## config.mk

```make
export PLATFORM = sky130hd
export DESIGN_NAME = sexpr_byte_lexer_core
export DESIGN_NICKNAME = d
export VERILOG_FILES = /design/src/sbl_pkg.sv /design/src/sbl_step.sv /design/src/sexpr_byte_lexer_core.sv
export SDC_FILE = /design/constraint.sdc
export NUM_CORES = 1
export LEC_CHECK = 0
export BUFFER_PORTS_ARGS = -buffer_cell sky130_fd_sc_hd__buf_2
export CAP_MARGIN = 10
export CORE_ASPECT_RATIO = 1.4
export CORE_UTILIZATION = 45
export CTS_CLUSTER_SIZE = 8
export DETAILED_ROUTE_END_ITERATION = 10
export GPL_ROUTABILITY_DRIVEN = 0
export PLACE_DENSITY_LB_ADDON = 0.08
export SYNTH_ARGS = -nofsm -noshare
export SYNTH_HDL_FRONTEND = slang
export SYNTH_SLANG_ARGS = --single-unit
```

## constraint.sdc

```tcl
create_clock -name clk -period 9.2 [get_ports clk]
set_input_delay 1.84 -clock clk [delete_from_list [all_inputs] [get_ports clk]]
set_output_delay 1.84 -clock clk [all_outputs]
set_load 0.02 [all_outputs]
```

## src/sbl_pkg.sv

```systemverilog
// ----------------------------------------------------------------------------
// S-expression byte lexer package
// Token kinds, character codes, lexer modes and the result record shared by
// the lexer core, its step logic and its checker.
// ----------------------------------------------------------------------------
`default_nettype none

package sbl_pkg;

  // Token kinds as they appear on the result channel.
  localparam logic [2:0] K_LPAREN = 3'd0;
  localparam logic [2:0] K_RPAREN = 3'd1;
  localparam logic [2:0] K_QUOTE  = 3'd2;
  localparam logic [2:0] K_NUMBER = 3'd3;
  localparam logic [2:0] K_STRING = 3'd4;
  localparam logic [2:0] K_SYMBOL = 3'd5;
  localparam logic [2:0] K_EOF    = 3'd6;

  // Character codes the lexer reacts to.
  localparam logic [7:0] CH_SEMI   = 8'h3B;
  localparam logic [7:0] CH_LPAREN = 8'h28;
  localparam logic [7:0] CH_RPAREN = 8'h29;
  localparam logic [7:0] CH_QUOTE  = 8'h27;
  localparam logic [7:0] CH_DQUOTE = 8'h22;
  localparam logic [7:0] CH_BSLASH = 8'h5C;
  localparam logic [7:0] CH_N      = 8'h6E;
  localparam logic [7:0] CH_T      = 8'h74;
  localparam logic [7:0] CH_R      = 8'h72;
  localparam logic [7:0] CH_MINUS  = 8'h2D;
  localparam logic [7:0] CH_PLUS   = 8'h2B;
  localparam logic [7:0] CH_DOT    = 8'h2E;
  localparam logic [7:0] CH_ZERO   = 8'h30;
  localparam logic [7:0] CH_NINE   = 8'h39;
  localparam logic [7:0] CH_SPACE  = 8'h20;
  localparam logic [7:0] CH_TAB    = 8'h09;
  localparam logic [7:0] CH_LF     = 8'h0A;
  localparam logic [7:0] CH_CR     = 8'h0D;

  // Results an input byte can cause at most.
  localparam int unsigned MAX_RES = 3;

  // Output channel layout.
  localparam int unsigned OUT_TDATA_W = 48;
  localparam int unsigned OUT_TUSER_W = 3;

  typedef enum logic [6:0] {
    M_IDLE    = 7'b0000001,
    M_COMMENT = 7'b0000010,
    M_SIGN    = 7'b0000100,
    M_NUMBER  = 7'b0001000,
    M_STRING  = 7'b0010000,
    M_ESCAPE  = 7'b0100000,
    M_SYMBOL  = 7'b1000000
  } mode_t;

  typedef struct packed {
    logic [2:0]  kind;
    logic [7:0]  ch;
    logic        ch_valid;
    logic        begins;
    logic        ends;
    logic [31:0] start;
    logic        last;
  } res_t;

endpackage

`default_nettype wire

```

## src/sbl_step.sv

```systemverilog
// ----------------------------------------------------------------------------
// S-expression lexer step logic
// Combinational update for one text byte or end marker: next lexer state and
// up to three result records with their count.
// ----------------------------------------------------------------------------
`default_nettype none

module sbl_step #(
  parameter int unsigned POSITION_BITS = 32
) (
  input  wire logic [7:0]               byte_value,
  input  wire logic                     end_of_text,
  input  wire sbl_pkg::mode_t           mode,
  input  wire logic                     sign_minus,
  input  wire logic [POSITION_BITS-1:0] byte_pos,
  input  wire logic [POSITION_BITS-1:0] token_start,
  output sbl_pkg::mode_t                mode_nxt,
  output logic                          sign_minus_nxt,
  output logic [POSITION_BITS-1:0]      byte_pos_nxt,
  output logic [POSITION_BITS-1:0]      token_start_nxt,
  output sbl_pkg::res_t [2:0]           res,
  output logic [1:0]                    res_cnt
);

  logic [31:0] pos32;
  logic [31:0] ts32;
  logic [7:0]  sign_ch;
  logic [7:0]  esc_ch;
  logic        is_sp;
  logic        is_dig;
  logic        sym_stop;
  logic        run_sym;
  logic        run_idle;

  function automatic sbl_pkg::res_t mk(input logic [2:0] k, input logic [7:0] c,
                                       input logic v, input logic bg, input logic e,
                                       input logic [31:0] s);
    sbl_pkg::res_t r;
    r.kind     = k;
    r.ch       = c;
    r.ch_valid = v;
    r.begins   = bg;
    r.ends     = e;
    r.start    = s;
    r.last     = 1'b0;
    return r;
  endfunction

  assign pos32   = 32'(byte_pos);
  assign ts32    = 32'(token_start);
  assign sign_ch = sign_minus ? sbl_pkg::CH_MINUS : sbl_pkg::CH_PLUS;
  assign is_sp   = (byte_value == sbl_pkg::CH_SPACE) ||
                   ((byte_value >= sbl_pkg::CH_TAB) && (byte_value <= sbl_pkg::CH_CR));
  assign is_dig  = (byte_value >= sbl_pkg::CH_ZERO) && (byte_value <= sbl_pkg::CH_NINE);
  assign sym_stop = is_sp || (byte_value == sbl_pkg::CH_LPAREN) ||
                    (byte_value == sbl_pkg::CH_RPAREN) ||
                    (byte_value == sbl_pkg::CH_DQUOTE) || (byte_value == sbl_pkg::CH_SEMI);

  always_comb begin
    priority if (byte_value == sbl_pkg::CH_N) begin
      esc_ch = sbl_pkg::CH_LF;
    end else if (byte_value == sbl_pkg::CH_T) begin
      esc_ch = sbl_pkg::CH_TAB;
    end else if (byte_value == sbl_pkg::CH_R) begin
      esc_ch = sbl_pkg::CH_CR;
    end else begin
      esc_ch = byte_value;
    end
  end

  always_comb begin
    mode_nxt        = mode;
    sign_minus_nxt  = sign_minus;
    token_start_nxt = token_start;
    byte_pos_nxt    = byte_pos;
    res             = '0;
    res_cnt         = 2'd0;
    run_sym         = 1'b0;
    run_idle        = 1'b0;

    if (end_of_text) begin
      // Close whatever is open, then report end of text and start over.
      unique case (mode)
        sbl_pkg::M_NUMBER: begin
          res[res_cnt] = mk(sbl_pkg::K_NUMBER, 8'h00, 1'b0, 1'b0, 1'b1, ts32);
          res_cnt = res_cnt + 2'd1;
        end
        sbl_pkg::M_SYMBOL: begin
          res[res_cnt] = mk(sbl_pkg::K_SYMBOL, 8'h00, 1'b0, 1'b0, 1'b1, ts32);
          res_cnt = res_cnt + 2'd1;
        end
        sbl_pkg::M_STRING: begin
          res[res_cnt] = mk(sbl_pkg::K_STRING, 8'h00, 1'b0, 1'b0, 1'b1, ts32);
          res_cnt = res_cnt + 2'd1;
        end
        sbl_pkg::M_ESCAPE: begin
          // A dangling backslash stays in the string as itself.
          res[res_cnt] = mk(sbl_pkg::K_STRING, sbl_pkg::CH_BSLASH, 1'b1, 1'b0, 1'b0, ts32);
          res_cnt = res_cnt + 2'd1;
          res[res_cnt] = mk(sbl_pkg::K_STRING, 8'h00, 1'b0, 1'b0, 1'b1, ts32);
          res_cnt = res_cnt + 2'd1;
        end
        sbl_pkg::M_SIGN: begin
          res[res_cnt] = mk(sbl_pkg::K_SYMBOL, sign_ch, 1'b1, 1'b1, 1'b0, ts32);
          res_cnt = res_cnt + 2'd1;
          res[res_cnt] = mk(sbl_pkg::K_SYMBOL, 8'h00, 1'b0, 1'b0, 1'b1, ts32);
          res_cnt = res_cnt + 2'd1;
        end
        default: begin
        end
      endcase
      res[res_cnt] = mk(sbl_pkg::K_EOF, 8'h00, 1'b0, 1'b1, 1'b1, pos32);
      res_cnt = res_cnt + 2'd1;
      mode_nxt        = sbl_pkg::M_IDLE;
      sign_minus_nxt  = 1'b0;
      byte_pos_nxt    = '0;
      token_start_nxt = '0;
    end else begin
      unique case (mode)
        sbl_pkg::M_COMMENT: begin
          if (byte_value == sbl_pkg::CH_LF) begin
            mode_nxt = sbl_pkg::M_IDLE;
          end
        end
        sbl_pkg::M_SIGN: begin
          res[res_cnt] = mk(is_dig ? sbl_pkg::K_NUMBER : sbl_pkg::K_SYMBOL, sign_ch,
                            1'b1, 1'b1, 1'b0, ts32);
          res_cnt = res_cnt + 2'd1;
          if (is_dig) begin
            res[res_cnt] = mk(sbl_pkg::K_NUMBER, byte_value, 1'b1, 1'b0, 1'b0, ts32);
            res_cnt = res_cnt + 2'd1;
            mode_nxt = sbl_pkg::M_NUMBER;
          end else begin
            run_sym = 1'b1;
          end
        end
        sbl_pkg::M_NUMBER: begin
          if (is_dig || (byte_value == sbl_pkg::CH_DOT)) begin
            res[res_cnt] = mk(sbl_pkg::K_NUMBER, byte_value, 1'b1, 1'b0, 1'b0, ts32);
            res_cnt = res_cnt + 2'd1;
          end else begin
            res[res_cnt] = mk(sbl_pkg::K_NUMBER, 8'h00, 1'b0, 1'b0, 1'b1, ts32);
            res_cnt = res_cnt + 2'd1;
            run_idle = 1'b1;
          end
        end
        sbl_pkg::M_SYMBOL: begin
          run_sym = 1'b1;
        end
        sbl_pkg::M_STRING: begin
          priority if (byte_value == sbl_pkg::CH_DQUOTE) begin
            res[res_cnt] = mk(sbl_pkg::K_STRING, 8'h00, 1'b0, 1'b0, 1'b1, ts32);
            res_cnt = res_cnt + 2'd1;
            mode_nxt = sbl_pkg::M_IDLE;
          end else if (byte_value == sbl_pkg::CH_BSLASH) begin
            mode_nxt = sbl_pkg::M_ESCAPE;
          end else begin
            res[res_cnt] = mk(sbl_pkg::K_STRING, byte_value, 1'b1, 1'b0, 1'b0, ts32);
            res_cnt = res_cnt + 2'd1;
          end
        end
        sbl_pkg::M_ESCAPE: begin
          res[res_cnt] = mk(sbl_pkg::K_STRING, esc_ch, 1'b1, 1'b0, 1'b0, ts32);
          res_cnt = res_cnt + 2'd1;
          mode_nxt = sbl_pkg::M_STRING;
        end
        default: begin
          run_idle = 1'b1;
        end
      endcase

      // Symbol continuation; a delimiter closes it and is lexed afresh.
      if (run_sym) begin
        if (sym_stop) begin
          res[res_cnt] = mk(sbl_pkg::K_SYMBOL, 8'h00, 1'b0, 1'b0, 1'b1, ts32);
          res_cnt = res_cnt + 2'd1;
          run_idle = 1'b1;
        end else begin
          res[res_cnt] = mk(sbl_pkg::K_SYMBOL, byte_value, 1'b1, 1'b0, 1'b0, ts32);
          res_cnt = res_cnt + 2'd1;
          mode_nxt = sbl_pkg::M_SYMBOL;
        end
      end

      // Between tokens: skip blanks, enter comments, or open a token here.
      if (run_idle) begin
        mode_nxt = sbl_pkg::M_IDLE;
        if (is_sp) begin
        end else if (byte_value == sbl_pkg::CH_SEMI) begin
          mode_nxt = sbl_pkg::M_COMMENT;
        end else begin
          token_start_nxt = byte_pos;
          priority if (byte_value == sbl_pkg::CH_LPAREN) begin
            res[res_cnt] = mk(sbl_pkg::K_LPAREN, byte_value, 1'b1, 1'b1, 1'b1, pos32);
            res_cnt = res_cnt + 2'd1;
          end else if (byte_value == sbl_pkg::CH_RPAREN) begin
            res[res_cnt] = mk(sbl_pkg::K_RPAREN, byte_value, 1'b1, 1'b1, 1'b1, pos32);
            res_cnt = res_cnt + 2'd1;
          end else if (byte_value == sbl_pkg::CH_QUOTE) begin
            res[res_cnt] = mk(sbl_pkg::K_QUOTE, byte_value, 1'b1, 1'b1, 1'b1, pos32);
            res_cnt = res_cnt + 2'd1;
          end else if (byte_value == sbl_pkg::CH_DQUOTE) begin
            res[res_cnt] = mk(sbl_pkg::K_STRING, 8'h00, 1'b0, 1'b1, 1'b0, pos32);
            res_cnt = res_cnt + 2'd1;
            mode_nxt = sbl_pkg::M_STRING;
          end else if (is_dig) begin
            res[res_cnt] = mk(sbl_pkg::K_NUMBER, byte_value, 1'b1, 1'b1, 1'b0, pos32);
            res_cnt = res_cnt + 2'd1;
            mode_nxt = sbl_pkg::M_NUMBER;
          end else if ((byte_value == sbl_pkg::CH_MINUS) ||
                       (byte_value == sbl_pkg::CH_PLUS)) begin
            sign_minus_nxt = (byte_value == sbl_pkg::CH_MINUS);
            mode_nxt = sbl_pkg::M_SIGN;
          end else begin
            res[res_cnt] = mk(sbl_pkg::K_SYMBOL, byte_value, 1'b1, 1'b1, 1'b0, pos32);
            res_cnt = res_cnt + 2'd1;
            mode_nxt = sbl_pkg::M_SYMBOL;
          end
        end
      end

      // The position counter sticks at its top value.
      if (byte_pos != '1) begin
        byte_pos_nxt = byte_pos + POSITION_BITS'(1);
      end
    end

    if (res_cnt != 2'd0) begin
      res[res_cnt - 2'd1].last = 1'b1;
    end
  end

endmodule

`default_nettype wire

```

## src/sexpr_byte_lexer_core.sv

```systemverilog
// A byte waits in the input register until the result queue has room; its results are
// registered in the queue. Throughput: one byte per cycle while each byte causes at most
// one result and the output takes results; a byte with two or three results holds the
// input until the queue drains, as the four-entry queue needs room for three per byte.
// Reset: synchronous, active low; lexer state, position and the queue clear at once.
// ----------------------------------------------------------------------------
// S-expression byte lexer core
// Streams text bytes in and tagged token characters out, with token framing
// and start positions.
// ----------------------------------------------------------------------------
`default_nettype none

module sexpr_byte_lexer_core #(
  parameter int unsigned POSITION_BITS = 32
) (
  input  wire logic        clk,
  input  wire logic        rst_n,
  // Input requests: one text byte or an end marker.
  input  wire logic        in_tvalid,
  output logic             in_tready,
  input  wire logic [7:0]  in_tdata,   // [7:0] byte_value
  input  wire logic        in_tlast,   // end_of_text
  // Result requests.
  output logic             out_tvalid,
  input  wire logic        out_tready,
  output logic [47:0]      out_tdata,  // [7:0] char_value, [8] char_valid,
                                       // [9] token_begins, [10] token_ends,
                                       // [42:11] start_position, [47:43] zero
  output logic [2:0]       out_tuser,  // [2:0] token_kind
  output logic             out_tlast   // last_result
);

  // --------------------------------------------------------------------------
  // Input register. A request is captured here and lexed once the result
  // queue has room for the largest burst a byte can cause.
  // --------------------------------------------------------------------------
  logic                     in_v_r, in_v_nxt;
  logic [7:0]               in_byte_r;
  logic                     in_eot_r;
  logic                     proc;

  // Lexer state.
  sbl_pkg::mode_t           mode_r, mode_nxt;
  logic                     sign_r, sign_nxt;
  logic [POSITION_BITS-1:0] pos_r, pos_nxt;
  logic [POSITION_BITS-1:0] ts_r, ts_nxt;

  // Results of the byte being lexed.
  sbl_pkg::res_t [2:0]      step_res;
  logic [1:0]               step_cnt;

  // Result queue: four entries, head entry drives the output.
  sbl_pkg::res_t            q_r [4];
  logic [1:0]               wr_ptr_r, wr_ptr_nxt;
  logic [1:0]               rd_ptr_r, rd_ptr_nxt;
  logic [2:0]               cnt_r, cnt_nxt;
  logic                     pop;
  logic [2:0]               push_n;
  sbl_pkg::res_t            head;

  // The queue must hold three free entries before a byte is lexed; a pop in the
  // same cycle is not counted so that the output ready does not reach the input.
  assign proc      = in_v_r && (cnt_r <= 3'd1);
  assign in_tready = !in_v_r || proc;

  always_comb begin
    in_v_nxt = in_v_r;
    if (in_tvalid && in_tready) begin
      in_v_nxt = 1'b1;
    end else if (proc) begin
      in_v_nxt = 1'b0;
    end
  end

  always_ff @(posedge clk) begin
    if (!rst_n) begin
      in_v_r <= 1'b0;
    end else begin
      in_v_r <= in_v_nxt;
    end
  end

  always_ff @(posedge clk) begin
    if (in_tvalid && in_tready) begin
      in_byte_r <= in_tdata;
      in_eot_r  <= in_tlast;
    end
  end

  sbl_step #(
    .POSITION_BITS (POSITION_BITS)
  ) u_step (
    .byte_value      (in_byte_r),
    .end_of_text     (in_eot_r),
    .mode            (mode_r),
    .sign_minus      (sign_r),
    .byte_pos        (pos_r),
    .token_start     (ts_r),
    .mode_nxt        (mode_nxt),
    .sign_minus_nxt  (sign_nxt),
    .byte_pos_nxt    (pos_nxt),
    .token_start_nxt (ts_nxt),
    .res             (step_res),
    .res_cnt         (step_cnt)
  );

  always_ff @(posedge clk) begin
    if (!rst_n) begin
      mode_r <= sbl_pkg::M_IDLE;
      sign_r <= 1'b0;
      pos_r  <= '0;
      ts_r   <= '0;
    end else if (proc) begin
      mode_r <= mode_nxt;
      sign_r <= sign_nxt;
      pos_r  <= pos_nxt;
      ts_r   <= ts_nxt;
    end
  end

  // --------------------------------------------------------------------------
  // Result queue.
  // --------------------------------------------------------------------------
  assign pop        = out_tvalid && out_tready;
  assign push_n     = proc ? {1'b0, step_cnt} : 3'd0;
  assign wr_ptr_nxt = wr_ptr_r + push_n[1:0];
  assign rd_ptr_nxt = rd_ptr_r + {1'b0, pop};
  assign cnt_nxt    = cnt_r + push_n - {2'b00, pop};

  always_ff @(posedge clk) begin
    if (!rst_n) begin
      wr_ptr_r <= 2'd0;
      rd_ptr_r <= 2'd0;
      cnt_r    <= 3'd0;
    end else begin
      wr_ptr_r <= wr_ptr_nxt;
      rd_ptr_r <= rd_ptr_nxt;
      cnt_r    <= cnt_nxt;
    end
  end

  always_ff @(posedge clk) begin
    for (int i = 0; i < 3; i++) begin
      if (3'(i) < push_n) begin
        q_r[wr_ptr_r + 2'(i)] <= step_res[i];
      end
    end
  end

  assign head       = q_r[rd_ptr_r];
  assign out_tvalid = (cnt_r != 3'd0);
  assign out_tdata  = {5'd0, head.start, head.ends, head.begins, head.ch_valid, head.ch};
  assign out_tuser  = head.kind;
  assign out_tlast  = head.last;

endmodule

`default_nettype wire

```

# Word level (Yosys, flattened, before mapping)
# Memory sizes are Yosys's and may differ from the RTL's. A register that Yosys moved wholly into a read port is not among the register bits.
# Cells that the tools add are included.
totals:
  ram_bits: 188
  inputBits: 13
  rom_bits: 0
  reg_bits: 89
  out_inout_bits: 54
  memories: 1
  latch_bits: 0
  elab_cells: 216
mem_list:
  columns: ["name", "depth", "width", "read_ports", "rd_ports_with_merged_regs", "write_ports", "line", "text"]
  rows:
  - ["q_r", 4, 47, 1, 1, 3, "sexpr_byte_lexer_core.sv:53", "sbl_pkg::res_t q_r [4];"]
op_classes:
  bitwise: 0
  n_addsub: 11
  n_div: 0
  n_mux: 119
  order_cmp: 16
  mul: 0
  n_reduce_logical: 31
  shifts: 0
  eq_ne: 28
ops:
  columns: ["cell", "count"]
  rows:
  - ["$mux W141", 14]
  - ["$bwmux W141", 10]
  - ["$mux W47", 9]
  - ["$demux W47 S2", 4]
  - ["$pmux W47 S5", 1]
  - ["$mux W32", 6]
  - ["$pmux W47 S4", 1]
  - ["$mux W7", 16]
  - ["$pmux W47 S2", 1]
  - ["$mux W46", 2]
  - ["$eq A8 B6 Y1 const B", 9]
  - ["$mux W44", 1]
  - ["$mux W2", 18]
  - ["$add A32 B1 Y32 const B", 1]
  - ["$eq A8 B7 Y1 const B", 4]
  - ["$ne A32 B32 Y1 const B", 1]
  - ["$pmux W7 S4", 1]
  - ["$mux W1", 26]
  - ["$mux W8", 3]
  - ["$ne A2 B2 Y1 const B", 7]
  - ["$lt A2 B3 Y1 const B", 4]
  - ["$reduce_and A10 Y1", 1]
  - ["$reduce_bool A2 Y1", 5]
  - ["$logic_and A1 B1 Y1", 9]
  - ["34 further kinds", 51]

# Longest topological paths before layout
logic_depth:
  word_depth: 26
  ltp_mapped: 17
  ltp_nobuf: 14

# Modules after synthesis
# Synthesis repeated with hierarchy kept, for this count alone.
hier_totals:
  cells_unflattened: 2514
  area_unflattened_um2: 20749.9
by_module_without_submodules:
  columns: ["module", "n_inst", "seq_area_each_um2", "area_each_um2", "cells_each"]
  rows:
  - ["sexpr_byte_lexer_core", 1, 7517.2, 15194.6, 1547]
  - ["sbl_step", 1, 0.0, 5555.3, 967]

# Worst setup path before layout
# Ideal clock, no wire load.
synth_path:
  path_kind: "register -> register"
  start: "register in_byte_r[6]"
  end: "memory q_r[0][0] in the netlist's numbering (enable)"
  setup_slack_ns: 2.035
  path_stages_with_launch: 16
  n_path_buf: 3
  period_less_slack_ns: 7.165
  setup_time_ns: 0.524
  required_ns: 8.676
  t_arrival_ns: 6.642
  cell_sequence: "edfxtp_1 -> clkbuf_1 -> nor4bb_1 -> a211o_1 -> o21ai_0 -> nor2_1 -> ha_1 -> o21a_1 -> ha_1 -> nor2_1 -> o311ai_1 -> o211ai_2 -> buf_2 -> buf_2 -> o21ai_0 -> a21boi_0"
synth_rtl:
  columns: ["item", "line", "text"]
  rows:
  - ["from (decl)", "sexpr_byte_lexer_core.sv:38", "logic [7:0] in_byte_r;"]
  - ["from (signal assigned)", "sexpr_byte_lexer_core.sv:85", "in_byte_r <= in_tdata;"]
  - ["to (decl)", "sexpr_byte_lexer_core.sv:53", null]

==> metrics.md <==
| Metric | Value |
|---|---|
| Status | finished, final reports clean |
| Post-synthesis adder-cell area fraction | 1.267% |
| FILL cells | 3646 |
| Port Buffers | 61 |
| Yosys Warn Count | 0 |
| Fin crit share | 57.70% |
| Main combinational cell family by area after synthesis | multiplexers |
| Crit. End Element | flop |
| Wire length per cell | 24.97 um |
| # IOs | 67 |
| Tmin final | 5.308 ns |
| Crit-path cells | nor4bb_1, a211o_1, o21ai_0, nor2_1, ha_1, o21a_1, ha_1, nor2_1, o311ai_1, o211ai_2, buf_4, nand2_2, buf_4, mux2_2, o2bb2ai_1 |
| Clk slew on worst S/H paths | 0.06 ns |
| Core Area | 39380 um^2 |
| Via Count | 13530 |
| Reg2reg start | in_byte_r[5]$_DFFE_PP_ |
| First-pass GRT wire length | 81430 um |
| Most frequent cells in the layout | 318 x mux2i_1, 197 x edfxtp_1, 105 x nor2_1, 78 x dfxtp_1, 74 x a22oi_1 |
| Avg Cell Area, Syn | 11.25 um^2 |
| Area delta synth->final | 9.548% |
| Clock skew | 0.02430 ns |
| Final HPWL DP | 32760 um |
| CTS root buf | clkbuf_16 |
| Num CTS Buffers | 40 |
| R2R cell count | 15 |
| Slew @ Worst Pin | 1.160 ns |
| Worst-skew pair later-pin latency | 0.54 ns |
| Initial antenna violation count | 0 |
| Share of flip-flops with an asynchronous set or reset | 0% |
| Prevailing post-synth register cell | edfxtp_1 |
| Flop2flop setup slack | 3.89 ns |
| Dpl cells | 2067 |
| F_max | 188.4 MHz |
| Commonest non-fill, non-tap cell in the layout | mux2i_1 |
| Gr usage total | 26.41% |
| VDD IR max | 115.1 uV |
| Worst path max stage delay | 0.77 ns |
| Final setup viols | 0 |
| Clock Sinks | 277 |
| Post-Synthesis Cell Area | 17980 um^2 |
| Max-cap violations | 0 |
| Slew HR | 22.66% |
| Largest net degree at the start of global routing | 55 |
| Final Util | 50.01% |
| Global route overflow | 0 |
| Post-synthesis mux area share | 23.84% |
| Pre-Repair DR Iteration Count | 5 |
| Cells after synthesis | 1598 |
| Final nets | 1610 |
| Library cells used by synthesis | 95 |
| Clock Tree Buf Depth | 3 |
| CTS H-tree depth | 2 |
| Initial DRC Count | 1093 |
| Setup TNS | 0 ns |
| Synth top area cells | edfxtp_1 33%, mux2i_1 18%, dfxtp_1 8.9%, mux4_2 5.9%, a22oi_1 3.1% |
| Fin. Hold Viols | 0 |
| Crit path DAT | 5.57 ns |
| Crit path from | in_byte_r[5]$_DFFE_PP_ |
| Hold_sp | sign_r$_SDFFE_PN0P_ |
| Final antenna-violating net count | 0 |
| Reg-to-Reg End | q_r[1][35]$_DFFE_PP_ |
| Unrepaired setup endpoints after global routing | no |
| Post-synth EDFFs | 197 |
| Chip width | 170.9 um |
| # diodes | 0 |
| Startpoint types | flop |
| CP max-delay cell | nor4bb_1 |
| Number of global-route vias before repair | 13760 |
| CTS tree | done |
| Data required, critical path | 9.46 ns |
| Fin. max-slew vios | 0 |
| Yosys top cell by area | edfxtp_1 |
| DRC viols | 0 |
| Compound-Gate Fraction of Synth Area | 15.41% |
| Post CTS Setup Buffer Count | 0 |
| Seq/Total Area, Yosys | 41.81% |
| Post-synth top area share | 32.90% |
| Share of cells above drive strength 1 | 15.45% |
| Power per standard cell area | 187.1 nW/um^2 |
| Post-Synth XOR/XNOR Area | 1.851% |
| Largest fanout on the critical path | 38 |
| Final WL | 53440 um |
| Critical path type | reg2reg |
| Hold path cells | 2 |
| Leak | 8.604 nW |
| Post-CTS Hold Buffers | 0 |
| Die area | 40770 um^2 |
| WHS Endpoint | sign_r$_SDFFE_PN0P_ |
| Hold crit path type | reg2reg |
| Row count | 86 |
| Post_cts resized | 0 |
| Share of synthesized cell area in and, or, nand and nor gates | 11.29% |
| Initial Utilization | 45.65% |
| Die Ht | 238.5 um |
| Drt via density | 6.324 |
| Synthesized flop and latch total | 277 |
| Non-Filler Instances | 2140 |
| Hold Slack | 0.5452 ns |
==> power by group <==
group          internal (mW)  leakage [nW]  switching (mW)
clock                  0.841         0.558           0.551
combinational          0.321          5.60           0.475
sequential              1.42          2.45          0.0744
==> cells in the mapped netlist (8+ instances only) <==
master	instances
nand2_1	64
and2_1	19
buf_4	26
mux2i_1	318
nor2b_1	40
and3_1	13
o211ai_1	9
dfxtp_1	80
buf_2	46
or3_1	9
xnor2_1	19
nand3_1	28
ha_1	15
o31ai_1	9
inv_1	15
nor3_1	28
a22o_4	21
nand4_1	11
nand2b_1	10
clkbuf_1	66
buf_1	8
o21ai_0	26
a31oi_1	9
a22oi_1	74
xor2_1	19
nor2_1	105
a21oi_1	60
a22o_1	44
mux4_2	47
edfxtp_1	197
==> per-layer routing <==
metal / vias up / wire, um / GRT usage (%)
met5: - / 0 / 0
li1: 6139 / - / -
met3: 143 / 2350 / 3.129
met2: 471 / 27640 / 46.86
met4: 0 / 2249 / 13.01
met1: 6780 / 21210 / 31.32
==> area by class of cell <==
cell class                      count  area [um^2]  share of cell area (%)
Multi-Input combinational cell   1158         9777                   49.64
Sequential cell                   277         7522                   38.19
Clock buffer                       72         1152                   5.851
Tap cell                          528        660.6                   3.354
Timing Repair Buffer               87        500.5                   2.541
Inverter                           17        63.81                  0.3240
Clock inverter                      1        20.02                  0.1016
==> sequential cells by signal, summed over array words and instances, names as in the netlist <==
register,cells
rd_ptr_r,2
ts_r,32
in_v_r,1
in_eot_r,1
q_r,188
cnt_r,3
mode_r,7
in_byte_r,8
wr_ptr_r,2
sign_r,1
pos_r,32
==> worst max path at each step <==
stage / end / slack (ns)
4_1_cts: q_r[1][35]$_DFFE_PP_ / 3.99
3_3_place_gp: q_r[0][36]$_DFFE_PP_ / 4.06
6_report: q_r[1][35]$_DFFE_PP_ / 3.89
3_5_place_dp: q_r[1][35]$_DFFE_PP_ / 4.00
2_1_floorplan: q_r[0][0]$_DFFE_PP_ / 2.03
5_1_grt: q_r[0][36]$_DFFE_PP_ / 3.61
==> worst max-delay path, delay by kind of cell (launching register included) <==
family,cells,cell delay (ns)
fa+ha+maj,2,0.56
flops,1,0.62
compound gates,6,0.99
buf+inv,2,0.96
mux,1,0.41
simple gates,4,1.44
==> logic make-up after synthesis <==
| group | after synthesis |
|---|---|
| AOI/OAI and AO/OA | 345 |
| xor gates and xnor gates | 38 |
| adders and majority gates | 18 |
| buffers and inverters | 167 |
| DFF | 277 |
| muxes | 369 |
| other | 1 |
| and+or+nand+nor | 383 |
==> through the flow <==
step	setup WS, ns	cell area [um^2]	power (mW)
finish	3.892	19700	3.684
global placement	4.060	18520	2.321
global route	3.606	19700	3.829
CTS	3.993	19700	3.728
floorplan	2.035	17990	2.070
detailed placement	3.995	18520	2.329
Note: power is estimated with default switching activity, not from simulation.
